File: config.mk
export PLATFORM = sky130hd
export DESIGN_NAME = sha1_message_digest_top
export DESIGN_NICKNAME = d
export VERILOG_FILES = /design/src/sv/smd_pkg.sv /design/src/sv/smd_datapath.sv /design/src/sv/smd_ctrl.sv /design/src/sv/sha1_message_digest_top.sv
export SDC_FILE = /design/constraint.sdc
export NUM_CORES = 2
export LEC_CHECK = 0
export BUFFER_PORTS_ARGS = -buffer_cell sky130_fd_sc_hd__buf_2
export CAP_MARGIN = 20
export CORE_ASPECT_RATIO = 2
export CORE_MARGIN = 1
export CORE_UTILIZATION = 45
export DETAILED_ROUTE_END_ITERATION = 8
export PLACE_DENSITY_LB_ADDON = 0.08
export SLEW_MARGIN = 25
export SYNTH_ARGS = -nofsm -noshare
export SYNTH_HDL_FRONTEND = slang
export SYNTH_SLANG_ARGS = --single-unit
File: constraint.sdc
create_clock -name clk -period 30.5 [get_ports clk]
set_clock_uncertainty 0.15 [all_clocks]
set_input_delay 7.625 -clock clk [delete_from_list [all_inputs] [get_ports clk]]
set_output_delay 7.625 -clock clk [all_outputs]
set_load 0.005 [all_outputs]
File: src/sv/smd_pkg.sv
// Shared types and constants for the SHA-1 message digest block.
`default_nettype none
package smd_pkg;

	localparam int WordW    = 32;
	localparam int HashN    = 5;
	localparam int BlockW   = 512;
	localparam int IndexW   = 3;
	localparam int RoundW   = 7;
	localparam int FillW    = 6;

	localparam logic [WordW-1:0] H_INIT [HashN] = '{
		32'h67452301, 32'hEFCDAB89, 32'h98BADCFE, 32'h10325476, 32'hC3D2E1F0
	};

	localparam logic [WordW-1:0] K_CHOOSE = 32'h5A827999;
	localparam logic [WordW-1:0] K_PARITY1 = 32'h6ED9EBA1;
	localparam logic [WordW-1:0] K_MAJORITY = 32'h8F1BBCDC;
	localparam logic [WordW-1:0] K_PARITY3 = 32'hCA62C1D6;

	localparam logic [7:0] PAD_BYTE = 8'h80;

	localparam logic [IndexW-1:0] LAST_INDEX = 3'd4;
	localparam logic [RoundW-1:0] LAST_ROUND = 7'd79;

	typedef enum logic [1:0] {
		PH_CHOOSE,
		PH_PARITY1,
		PH_MAJORITY,
		PH_PARITY3
	} phase_t;

	typedef enum logic [1:0] {
		SRC_DATA,
		SRC_PAD,
		SRC_ZERO,
		SRC_LEN
	} byte_src_t;

	typedef struct packed {
		logic              shift_en;
		byte_src_t         byte_src;
		logic [2:0]        len_sel;
		logic              count_en;
		logic              round_load;
		logic              round_step;
		phase_t            phase;
		logic              hash_add;
		logic              hash_init;
		logic              out_load;
		logic [IndexW-1:0] out_index;
	} cmd_t;

	typedef struct packed {
		logic out_free;
	} status_t;

endpackage
`default_nettype wire

File: src/sv/smd_datapath.sv
// Datapath: block shift register and schedule, round unit, hash words, output register.
`default_nettype none
module smd_datapath (
	input  wire                    clk,
	input  wire                    arst_n,
	input  smd_pkg::cmd_t          cmd,
	output smd_pkg::status_t       status,
	input  wire  [7:0]             data_byte,
	output logic                   m_tvalid,
	input  wire                    m_tready,
	output logic [31:0]            m_tdata,   // digest_word
	output logic [2:0]             m_tuser,   // word_index
	output logic                   m_tlast    // last_word
);
	import smd_pkg::*;

	logic [BlockW-1:0] blk_q;
	logic [63:0]       bits_q;
	logic [WordW-1:0]  hash_q [HashN];
	logic [WordW-1:0]  a_q, b_q, c_q, d_q, e_q;

	logic              out_valid_q;
	logic [WordW-1:0]  out_word_q;
	logic [IndexW-1:0] out_index_q;

	logic [7:0]        in_byte;
	logic [7:0]        len_byte;
	logic [WordW-1:0]  w0, w2, w8, w13, w_mix, w_new;
	logic [WordW-1:0]  f, k, t;

	assign len_byte = 8'(bits_q >> {3'(~cmd.len_sel), 3'b000});

	always_comb begin
		case (cmd.byte_src)
			SRC_DATA: in_byte = data_byte;
			SRC_PAD:  in_byte = PAD_BYTE;
			SRC_LEN:  in_byte = len_byte;
			default:  in_byte = 8'h00;
		endcase
	end

	// The block register holds a sliding window W[t..t+15], word 0 in the top bits.
	assign w0    = blk_q[511:480];
	assign w2    = blk_q[447:416];
	assign w8    = blk_q[255:224];
	assign w13   = blk_q[95:64];
	assign w_mix = w13 ^ w8 ^ w2 ^ w0;
	assign w_new = {w_mix[30:0], w_mix[31]};

	always_comb begin
		case (cmd.phase)
			PH_CHOOSE: begin
				f = (b_q & c_q) | (~b_q & d_q);
				k = K_CHOOSE;
			end
			PH_PARITY1: begin
				f = b_q ^ c_q ^ d_q;
				k = K_PARITY1;
			end
			PH_MAJORITY: begin
				f = (b_q & c_q) | (b_q & d_q) | (c_q & d_q);
				k = K_MAJORITY;
			end
			default: begin
				f = b_q ^ c_q ^ d_q;
				k = K_PARITY3;
			end
		endcase
	end

	assign t = {a_q[26:0], a_q[31:27]} + f + e_q + w0 + k;

	always_ff @(posedge clk) begin
		if (cmd.shift_en) begin
			blk_q <= {blk_q[BlockW-9:0], in_byte};
		end else if (cmd.round_step) begin
			blk_q <= {blk_q[BlockW-WordW-1:0], w_new};
		end
		if (cmd.round_load) begin
			a_q <= hash_q[0];
			b_q <= hash_q[1];
			c_q <= hash_q[2];
			d_q <= hash_q[3];
			e_q <= hash_q[4];
		end else if (cmd.round_step) begin
			a_q <= t;
			b_q <= a_q;
			c_q <= {b_q[1:0], b_q[31:2]};
			d_q <= c_q;
			e_q <= d_q;
		end
		if (cmd.out_load) begin
			out_word_q  <= hash_q[cmd.out_index];
			out_index_q <= cmd.out_index;
		end
	end

	always_ff @(posedge clk or negedge arst_n) begin
		if (!arst_n) begin
			bits_q      <= '0;
			hash_q      <= H_INIT;
			out_valid_q <= 1'b0;
		end else begin
			if (cmd.hash_init) begin
				bits_q <= '0;
				hash_q <= H_INIT;
			end else begin
				if (cmd.count_en) begin
					bits_q <= bits_q + 64'd8;
				end
				if (cmd.hash_add) begin
					hash_q[0] <= hash_q[0] + a_q;
					hash_q[1] <= hash_q[1] + b_q;
					hash_q[2] <= hash_q[2] + c_q;
					hash_q[3] <= hash_q[3] + d_q;
					hash_q[4] <= hash_q[4] + e_q;
				end
			end
			if (cmd.out_load) begin
				out_valid_q <= 1'b1;
			end else if (m_tready) begin
				out_valid_q <= 1'b0;
			end
		end
	end

	assign status.out_free = !out_valid_q || m_tready;
	assign m_tvalid = out_valid_q;
	assign m_tdata  = out_word_q;
	assign m_tuser  = out_index_q;
	assign m_tlast  = (out_index_q == LAST_INDEX);

endmodule
`default_nettype wire

File: src/sv/smd_ctrl.sv
// Controller: sequences byte intake, padding, the 80 rounds and digest output.
`default_nettype none
module smd_ctrl (
	input  wire               clk,
	input  wire               arst_n,
	input  wire               s_tvalid,
	output logic              s_tready,
	input  wire               func,
	input  smd_pkg::status_t  status,
	output smd_pkg::cmd_t     cmd
);
	import smd_pkg::*;

	typedef enum logic [2:0] {
		ST_IDLE,
		ST_PAD,
		ST_ROUND,
		ST_UPDATE,
		ST_EMIT
	} state_t;

	state_t            state_q;
	logic [FillW-1:0]  fill_q;
	logic [RoundW-1:0] round_q;
	logic [IndexW-1:0] idx_q;
	logic              first_q;
	logic              lenok_q;
	logic              pad_q;
	logic              final_q;
	logic              lenok_d;
	logic              block_full;

	assign block_full = (fill_q == '1);

	// The length goes in this block only if the pad marker leaves room for it.
	assign lenok_d = first_q ? (fill_q < 6'd56) : lenok_q;

	always_comb begin
		cmd      = '0;
		s_tready = 1'b0;
		cmd.len_sel = fill_q[2:0];
		if (round_q < 7'd20) begin
			cmd.phase = PH_CHOOSE;
		end else if (round_q < 7'd40) begin
			cmd.phase = PH_PARITY1;
		end else if (round_q < 7'd60) begin
			cmd.phase = PH_MAJORITY;
		end else begin
			cmd.phase = PH_PARITY3;
		end
		unique case (state_q)
			ST_IDLE: begin
				s_tready = 1'b1;
				if (s_tvalid && !func) begin
					cmd.shift_en   = 1'b1;
					cmd.byte_src   = SRC_DATA;
					cmd.count_en   = 1'b1;
					cmd.round_load = block_full;
				end
			end
			ST_PAD: begin
				cmd.shift_en = 1'b1;
				if (first_q) begin
					cmd.byte_src = SRC_PAD;
				end else if (lenok_q && fill_q >= 6'd56) begin
					cmd.byte_src = SRC_LEN;
				end else begin
					cmd.byte_src = SRC_ZERO;
				end
				cmd.round_load = block_full;
			end
			ST_ROUND: begin
				cmd.round_step = 1'b1;
			end
			ST_UPDATE: begin
				cmd.hash_add = 1'b1;
			end
			ST_EMIT: begin
				if (status.out_free) begin
					cmd.out_load  = 1'b1;
					cmd.out_index = idx_q;
					cmd.hash_init = (idx_q == LAST_INDEX);
				end
			end
			default: ;
		endcase
	end

	always_ff @(posedge clk or negedge arst_n) begin
		if (!arst_n) begin
			state_q <= ST_IDLE;
			fill_q  <= '0;
			round_q <= '0;
			idx_q   <= '0;
			first_q <= 1'b0;
			lenok_q <= 1'b0;
			pad_q   <= 1'b0;
			final_q <= 1'b0;
		end else begin
			unique case (state_q)
				ST_IDLE: begin
					if (s_tvalid) begin
						if (func) begin
							state_q <= ST_PAD;
							first_q <= 1'b1;
							pad_q   <= 1'b1;
						end else begin
							fill_q <= fill_q + 1'b1;
							if (block_full) begin
								state_q <= ST_ROUND;
								round_q <= '0;
							end
						end
					end
				end
				ST_PAD: begin
					first_q <= 1'b0;
					// A block that had no room for the length hands it to the next block.
					lenok_q <= lenok_d || block_full;
					fill_q  <= fill_q + 1'b1;
					if (block_full) begin
						state_q <= ST_ROUND;
						round_q <= '0;
						final_q <= lenok_d;
					end
				end
				ST_ROUND: begin
					round_q <= round_q + 1'b1;
					if (round_q == LAST_ROUND) begin
						state_q <= ST_UPDATE;
					end
				end
				ST_UPDATE: begin
					if (final_q) begin
						state_q <= ST_EMIT;
						idx_q   <= '0;
					end else if (pad_q) begin
						state_q <= ST_PAD;
					end else begin
						state_q <= ST_IDLE;
					end
				end
				ST_EMIT: begin
					if (status.out_free) begin
						if (idx_q == LAST_INDEX) begin
							state_q <= ST_IDLE;
							fill_q  <= '0;
							pad_q   <= 1'b0;
							final_q <= 1'b0;
							lenok_q <= 1'b0;
							idx_q   <= '0;
						end else begin
							idx_q <= idx_q + 1'b1;
						end
					end
				end
				default: state_q <= ST_IDLE;
			endcase
		end
	end

endmodule
`default_nettype wire

File: src/sv/sha1_message_digest_top.sv
// Top level of the SHA-1 message digest block.
// An absorb word (tuser 0) shifts its byte into the block. Each 64th byte starts a
// compression of 80 rounds, one round per cycle through a single round adder, then
// adds into the hash words; the input is held off through the rounds and that add.
// A finish word (tuser 1) feeds the padding and length one byte per cycle up to the
// end of the block, runs one or two compressions, then loads the five digest words
// into the output register, one per cycle as the sink takes them. The input is taken
// again once the fifth word sits in the output register.
`default_nettype none
module sha1_message_digest_top (
	input  wire         clk,
	input  wire         arst_n,
	input  wire         s_tvalid,
	output logic        s_tready,
	input  wire  [7:0]  s_tdata,   // data_byte
	input  wire         s_tuser,   // func
	output logic        m_tvalid,
	input  wire         m_tready,
	output logic [31:0] m_tdata,   // digest_word
	output logic [2:0]  m_tuser,   // word_index
	output logic        m_tlast    // last_word
);
	import smd_pkg::*;

	cmd_t    cmd;
	status_t status;

	smd_ctrl u_ctrl (
		.clk      (clk),
		.arst_n   (arst_n),
		.s_tvalid (s_tvalid),
		.s_tready (s_tready),
		.func     (s_tuser),
		.status   (status),
		.cmd      (cmd)
	);

	smd_datapath u_datapath (
		.clk       (clk),
		.arst_n    (arst_n),
		.cmd       (cmd),
		.status    (status),
		.data_byte (s_tdata),
		.m_tvalid  (m_tvalid),
		.m_tready  (m_tready),
		.m_tdata   (m_tdata),
		.m_tuser   (m_tuser),
		.m_tlast   (m_tlast)
	);

endmodule
`default_nettype wire
-- Word-level counts from Yosys, hierarchy flattened
Index checks and enable logic that the tools add are counted.
- flip-flop bits (word level): 955
- add/subtract/negate cells: 13
- $lt $le $gt $ge: 6
- equality and inequality tests: 20
- shift operators: 1
- mux-type cells: 71
- bitwise logic cells: 15
- reductions and logical operators: 28
- operators with widths (kind ; number):
    $mux 512 ; 2
    $mux 32 ; 12
    $mux 160 ; 2
    $add 32x32->32 ; 9
    $xor 32x32->32 ; 5
    $and 32x32->32 ; 4
    $mux 64 ; 2
    $bmux 32 s3 ; 1
    $or 32x32->32 ; 3
    $pmux 32 s3 ; 1
    $add 64x4->64 const B ; 1
    $pmux 32 s2 ; 1
    $shr 64x6->8 ; 1
    $mux 3 ; 11
    $not 32->32 ; 1
    $mux 6 ; 4
    $pmux 8 s3 ; 1
    $mux 7 ; 3
    $pmux 7 s3 ; 1
    $pmux 6 s3 ; 1
    $reduce_bool 2->1 ; 9
    $mux 1 ; 15
    $pmux 3 s5 ; 1
    $lt 7x6->1 const B ; 2
    31 further kinds ; 61

-- Logic depth before layout (Yosys ltp)
- depth in word-level cells: 12
- gate-level depth with buffers: 26

-- Modules after synthesis
Synthesis repeated with hierarchy kept, for this count alone.
- cells, all modules: 4768
- area, all modules: 55298.0 µm²
- modules (own cells, without submodules) (module ; instances ; cells each ; area an instance (µm²)):
    smd_datapath ; 1 ; 4609 ; 53867.9
    smd_ctrl ; 1 ; 159 ; 1430.1

-- Least setup slack after synthesis
No wires, ideal clock.
- kind: input-to-reg
- from: in s_tuser
- to: reg u_datapath.blk_q[0] (enable)
- setup time: 3.667 ns
- arrival time: 16.838 ns
- slack: 9.845 ns
- stages on the path: 6
- buffers on the path: 2
- path through: nand2b_1 nand2_1 nand2_1 clkbuf_1 clkbuf_1 nand2_1
- cells in the longest elaborated chain, start to end: 5
- RTL lines (what ; line ; text):
    start: declaration ; sha1_message_digest_top.sv:16 ; input wire s_tuser,
    $logic_not 1->1 ; smd_ctrl.sv:54 ; if (s_tvalid && !func) begin
    $logic_and 1x1->1 ; smd_ctrl.sv:54 ;
    $mux 3 ; smd_ctrl.sv:54 ;
    $pmux 3 s2 ; smd_ctrl.sv:51 ; unique case (state_q)
    $reduce_bool 2->1 (no source line) ; - ;
    end signal: assignment ; smd_datapath.sv:75 ; blk_q <= {blk_q[BlockW-9:0], in_byte};
    end signal: assignment ; smd_datapath.sv:77 ; blk_q <= {blk_q[BlockW-WordW-1:0], w_new};
    end: declaration ; smd_datapath.sv:17 ; logic [BlockW-1:0] blk_q;
Every way passes these cells.
A chain may end at the register's enable or synchronous reset.

-- Worst setup path after layout
- from: in s_tuser
- to: reg u_datapath.blk_q[155] (enable)
Same word-level chain as after synthesis.

==> results.toml <==
[floorplan]
die_width_um = 249
die-height_um = 496
fp.coreArea_mm2 = 0.120
dieArea_mm2 = 0.123
rows = 180
initial_utilization_pct = 45.5
floorplan.io_pins = 51

[placed_design]
final_estimated_routing_congestion_in_global_placement = 0.974
placedInstanceArea_mm2 = 0.0566
dpl.hpwl_um = 115000
pre_cts_worst_setup_slack_ns = 17.19
buffer_ports.inserted = 50

[cts]
cts.reportedPaths.clkPinSlew_ns = 0.07
total_of_hold_buffers_inserted_after_clock_tree_synthesis = 0
cts-root-to-sink-buffers = 3
cts.repair_timing.setup_buffer_count = 0
clockRootBuffer = "clkbuf_16"
numClockSinks = 952
cts_buffers = 95
insertion_delay_ns = 0.73
h-tree-depth = 3
cts_resized = 0
tritoncts_clock_tree = "yes"

[route]
pre_antenna_drt_iters = 5
remaining_drc_errors = 0
detail_route.vias_per_cell = 5.55
dr_wl_cell_um = 21.6
dr_total_vias = 41000
detailedRoute.firstIterationViolations = 3017
antenna_left = 0
detail_route.wirelength_um = 159000

[grt]
vias_in_the_first_global_route = 41700
antenna_violations_before_repair = 1
grtUsageTotal_pct = 25.9
globalRouteMet3Util_pct = 2.55
use_met1_pct = 27.7
grt_max_degree = 132
gr-usage-met2_pct = 49.7
grt_most_used_layer = "met2"
grt_first_pass_wirelength_um = 244000
grt_overflow_total = 0

[synth]
syn-mean-instance-area_um2 = 9.44
synth_top_cell_by_area = "edfxtp_1"
synth_cell_types = 76
postSynth.asyncResetShare_pct = 25.7
synth.cell_area_mm2 = 0.0548
synth.most_common_cell = "nand2_1"
synth_cells = 5809
synth_register_bits = 952
synthesis.yosys.warnings = 0
yosysSeqAreaShare_pct = 50.1
synth_largest_type_area_fraction_pct = 38.7
synth_edf_count = 707
postSynth.topFlopCell = "edfxtp_1"
ys_top_cells_by_count = "2058 x nand2_1, 707 x edfxtp_1, 293 x o21ai_0"
post_synth_main_area_contributors = "edfxtp_1 39%, nand2_1 14%, dfrtp_1 7.5%"
synth_fp_nets = 6150

[pwr]
cellLeakagePower_nw = 25.5
irDropWorstVdd_mv = 0.0865
power_per_cell_area_mw_per_mm2 = 118

[critical_path]
worst_setup_path_start_kind = "primary input"
critPathArrivalTime_ns = 11.83
cp_max_fo = 82
path_class = "in2reg"
timing.critical_path.to_type = "flop"
worst-endpoint-required_ns = 30.68

[timing]
slew_headroom_pct = 29.1
timing.final.crit_share_pct = 38.2
timing.setup.tns_ns = 0
setup_slack_ns = 18.85
fmax_ghz = 0.0858
setup_repair_after_global_routing_missed_its_margin = "no"
timing_hold_violations_final = 0
worst_slew_pin_slew_ns = 1.06
report.final.slew_viol_count = 0
final-setup-viol-count = 0
finalCriticalPeriod_ns = 11.65

[flow_run]
max_cap_viol_count = 0

[finish]
final_cell_area_mm2 = 0.0597
filler_cell_count = 11300
drive_above_1_share_pct = 7.13
nets = 6095
layout-area-overhead-vs-synth_pct = 8.86

[hold_path]
hold_class = "reg2reg"

[outcome]
outcome = "finished clean"
final cells by class:
type | count | area (µm²) | area share, %
Sequential cell | 952 | 27500 | 46.0
Multi-Input combinational cell | 4365 | 25600 | 42.8
Clock buffer | 124 | 2590 | 4.34
Tap cell | 1547 | 1940 | 3.24
Inverter | 228 | 856 | 1.43
Timing Repair Buffer | 112 | 828 | 1.39
Clock inverter | 53 | 429 | 0.719
Antenna cell | 1 | 2.50 | 0.00419
state kept, by name, indices dropped and copies added, names as in the netlist, 3 cells and up:
| register | flops |
|---|---|
| u_ctrl.fill_q | 6 |
| u_datapath.e_q | 32 |
| u_ctrl.idx_q | 3 |
| u_datapath.m_tuser | 3 |
| u_datapath.b_q | 32 |
| u_datapath.blk_q | 512 |
| u_datapath.a_q | 32 |
| u_datapath.hash_q | 160 |
| u_datapath.d_q | 32 |
| u_ctrl.state_q | 3 |
| u_datapath.c_q | 32 |
| u_datapath.bits_q | 61 |
| u_datapath.m_tdata | 32 |
| u_ctrl.round_q | 7 |
power breakdown:
group          switching (mW)  leakage, nW  total (mW)  internal, mW
registers               0.382         9.63        2.58          2.19
logic                    2.01         14.4        3.31          1.29
clock network           0.550         1.47        1.18         0.635
cells by family (layout without fill, tap and decap cells):
group | Yosys count | in the layout | synth area share (%)
simple gates | 2690 | 2690 | 19.9
flops | 952 | 952 | 50.1
compound gates | 945 | 945 | 10.4
buf+inv | 492 | 517 | 3.41
fa+ha+maj | 329 | 329 | 9.22
xor+xnor | 310 | 310 | 4.95
mux | 91 | 91 | 2.03
other cells | 0 | 1 | 0
path summary, 6_finish.rpt:
path	start	endpoint	slack (ns)	depth (start not counted)
worst max register to register	u_ctrl.round_q[5]	u_datapath.a_q[31]	22.26	25
max in group asynchronous	arst_n	u_datapath.hash_q[159]	21.47	3
worst min-delay path	u_ctrl.pad_q	u_ctrl.pad_q	0.37	2
worst max-delay path	s_tuser	u_datapath.blk_q[155]	18.85	9
min in group asynchronous	arst_n	u_datapath.hash_q[35]	6.81	1
worst min register to register	u_ctrl.pad_q	u_ctrl.pad_q	0.37	2
critical path: stages:
cell and delay [ns]:
buf_2 0.12, nand2b_1 0.16, nand2_1 0.19, nand2_4 0.47, nand2_4 0.45, buf_4 0.38, buf_6 0.62, buf_4 0.76
buf_4 0.84
per-stage QoR:
stage | total power [mW] | util (%) | hold WS (ns) | cells
2_1_floorplan | 5.09 | - | 0.314 | 5809
3_3_place_gp | 5.88 | 46.9 | 0.351 | 7200
3_5_place_dp | 5.93 | 46.9 | 0.358 | 7201
4_1_cts | 7.14 | 49.4 | 0.372 | 7378
5_1_grt | 7.65 | 49.5 | 0.386 | 7382
6_report | 7.07 | 49.5 | 0.368 | 7382
metal layers:
metal,routed length (µm),vias up,part of all wire [%]
met5,0,-,0
met4,8830,0,5.5
met3,5340,268,3.4
met2,86500,878,54
met1,58500,20200,37
li1,-,19700,-
cells in the final DEF (no fill, tap or decap), types with 21 or more instances in the layout:
cell type,count
nand2_1,2053
edfxtp_1,707
o21ai_0,293
a21oi_1,276
nor2_1,250
inv_1,227
ha_1,203
xnor2_1,190
dfrtp_1,163
fa_1,125
xor2_1,120
nand3_1,103
clkbuf_16,96
a21o_1,88
nor3_1,85
dfstp_2,80
buf_4,53
a211oi_1,51
buf_2,50
mux2i_1,46
o22ai_1,41
mux2_2,32
nand4_1,32
and3_1,28
o21bai_1,25
or3_1,25
nand2b_1,24
o21a_1,23
a22oi_1,21
nor2b_1,21
No activity file was read; power rests on OpenSTA's default activity.
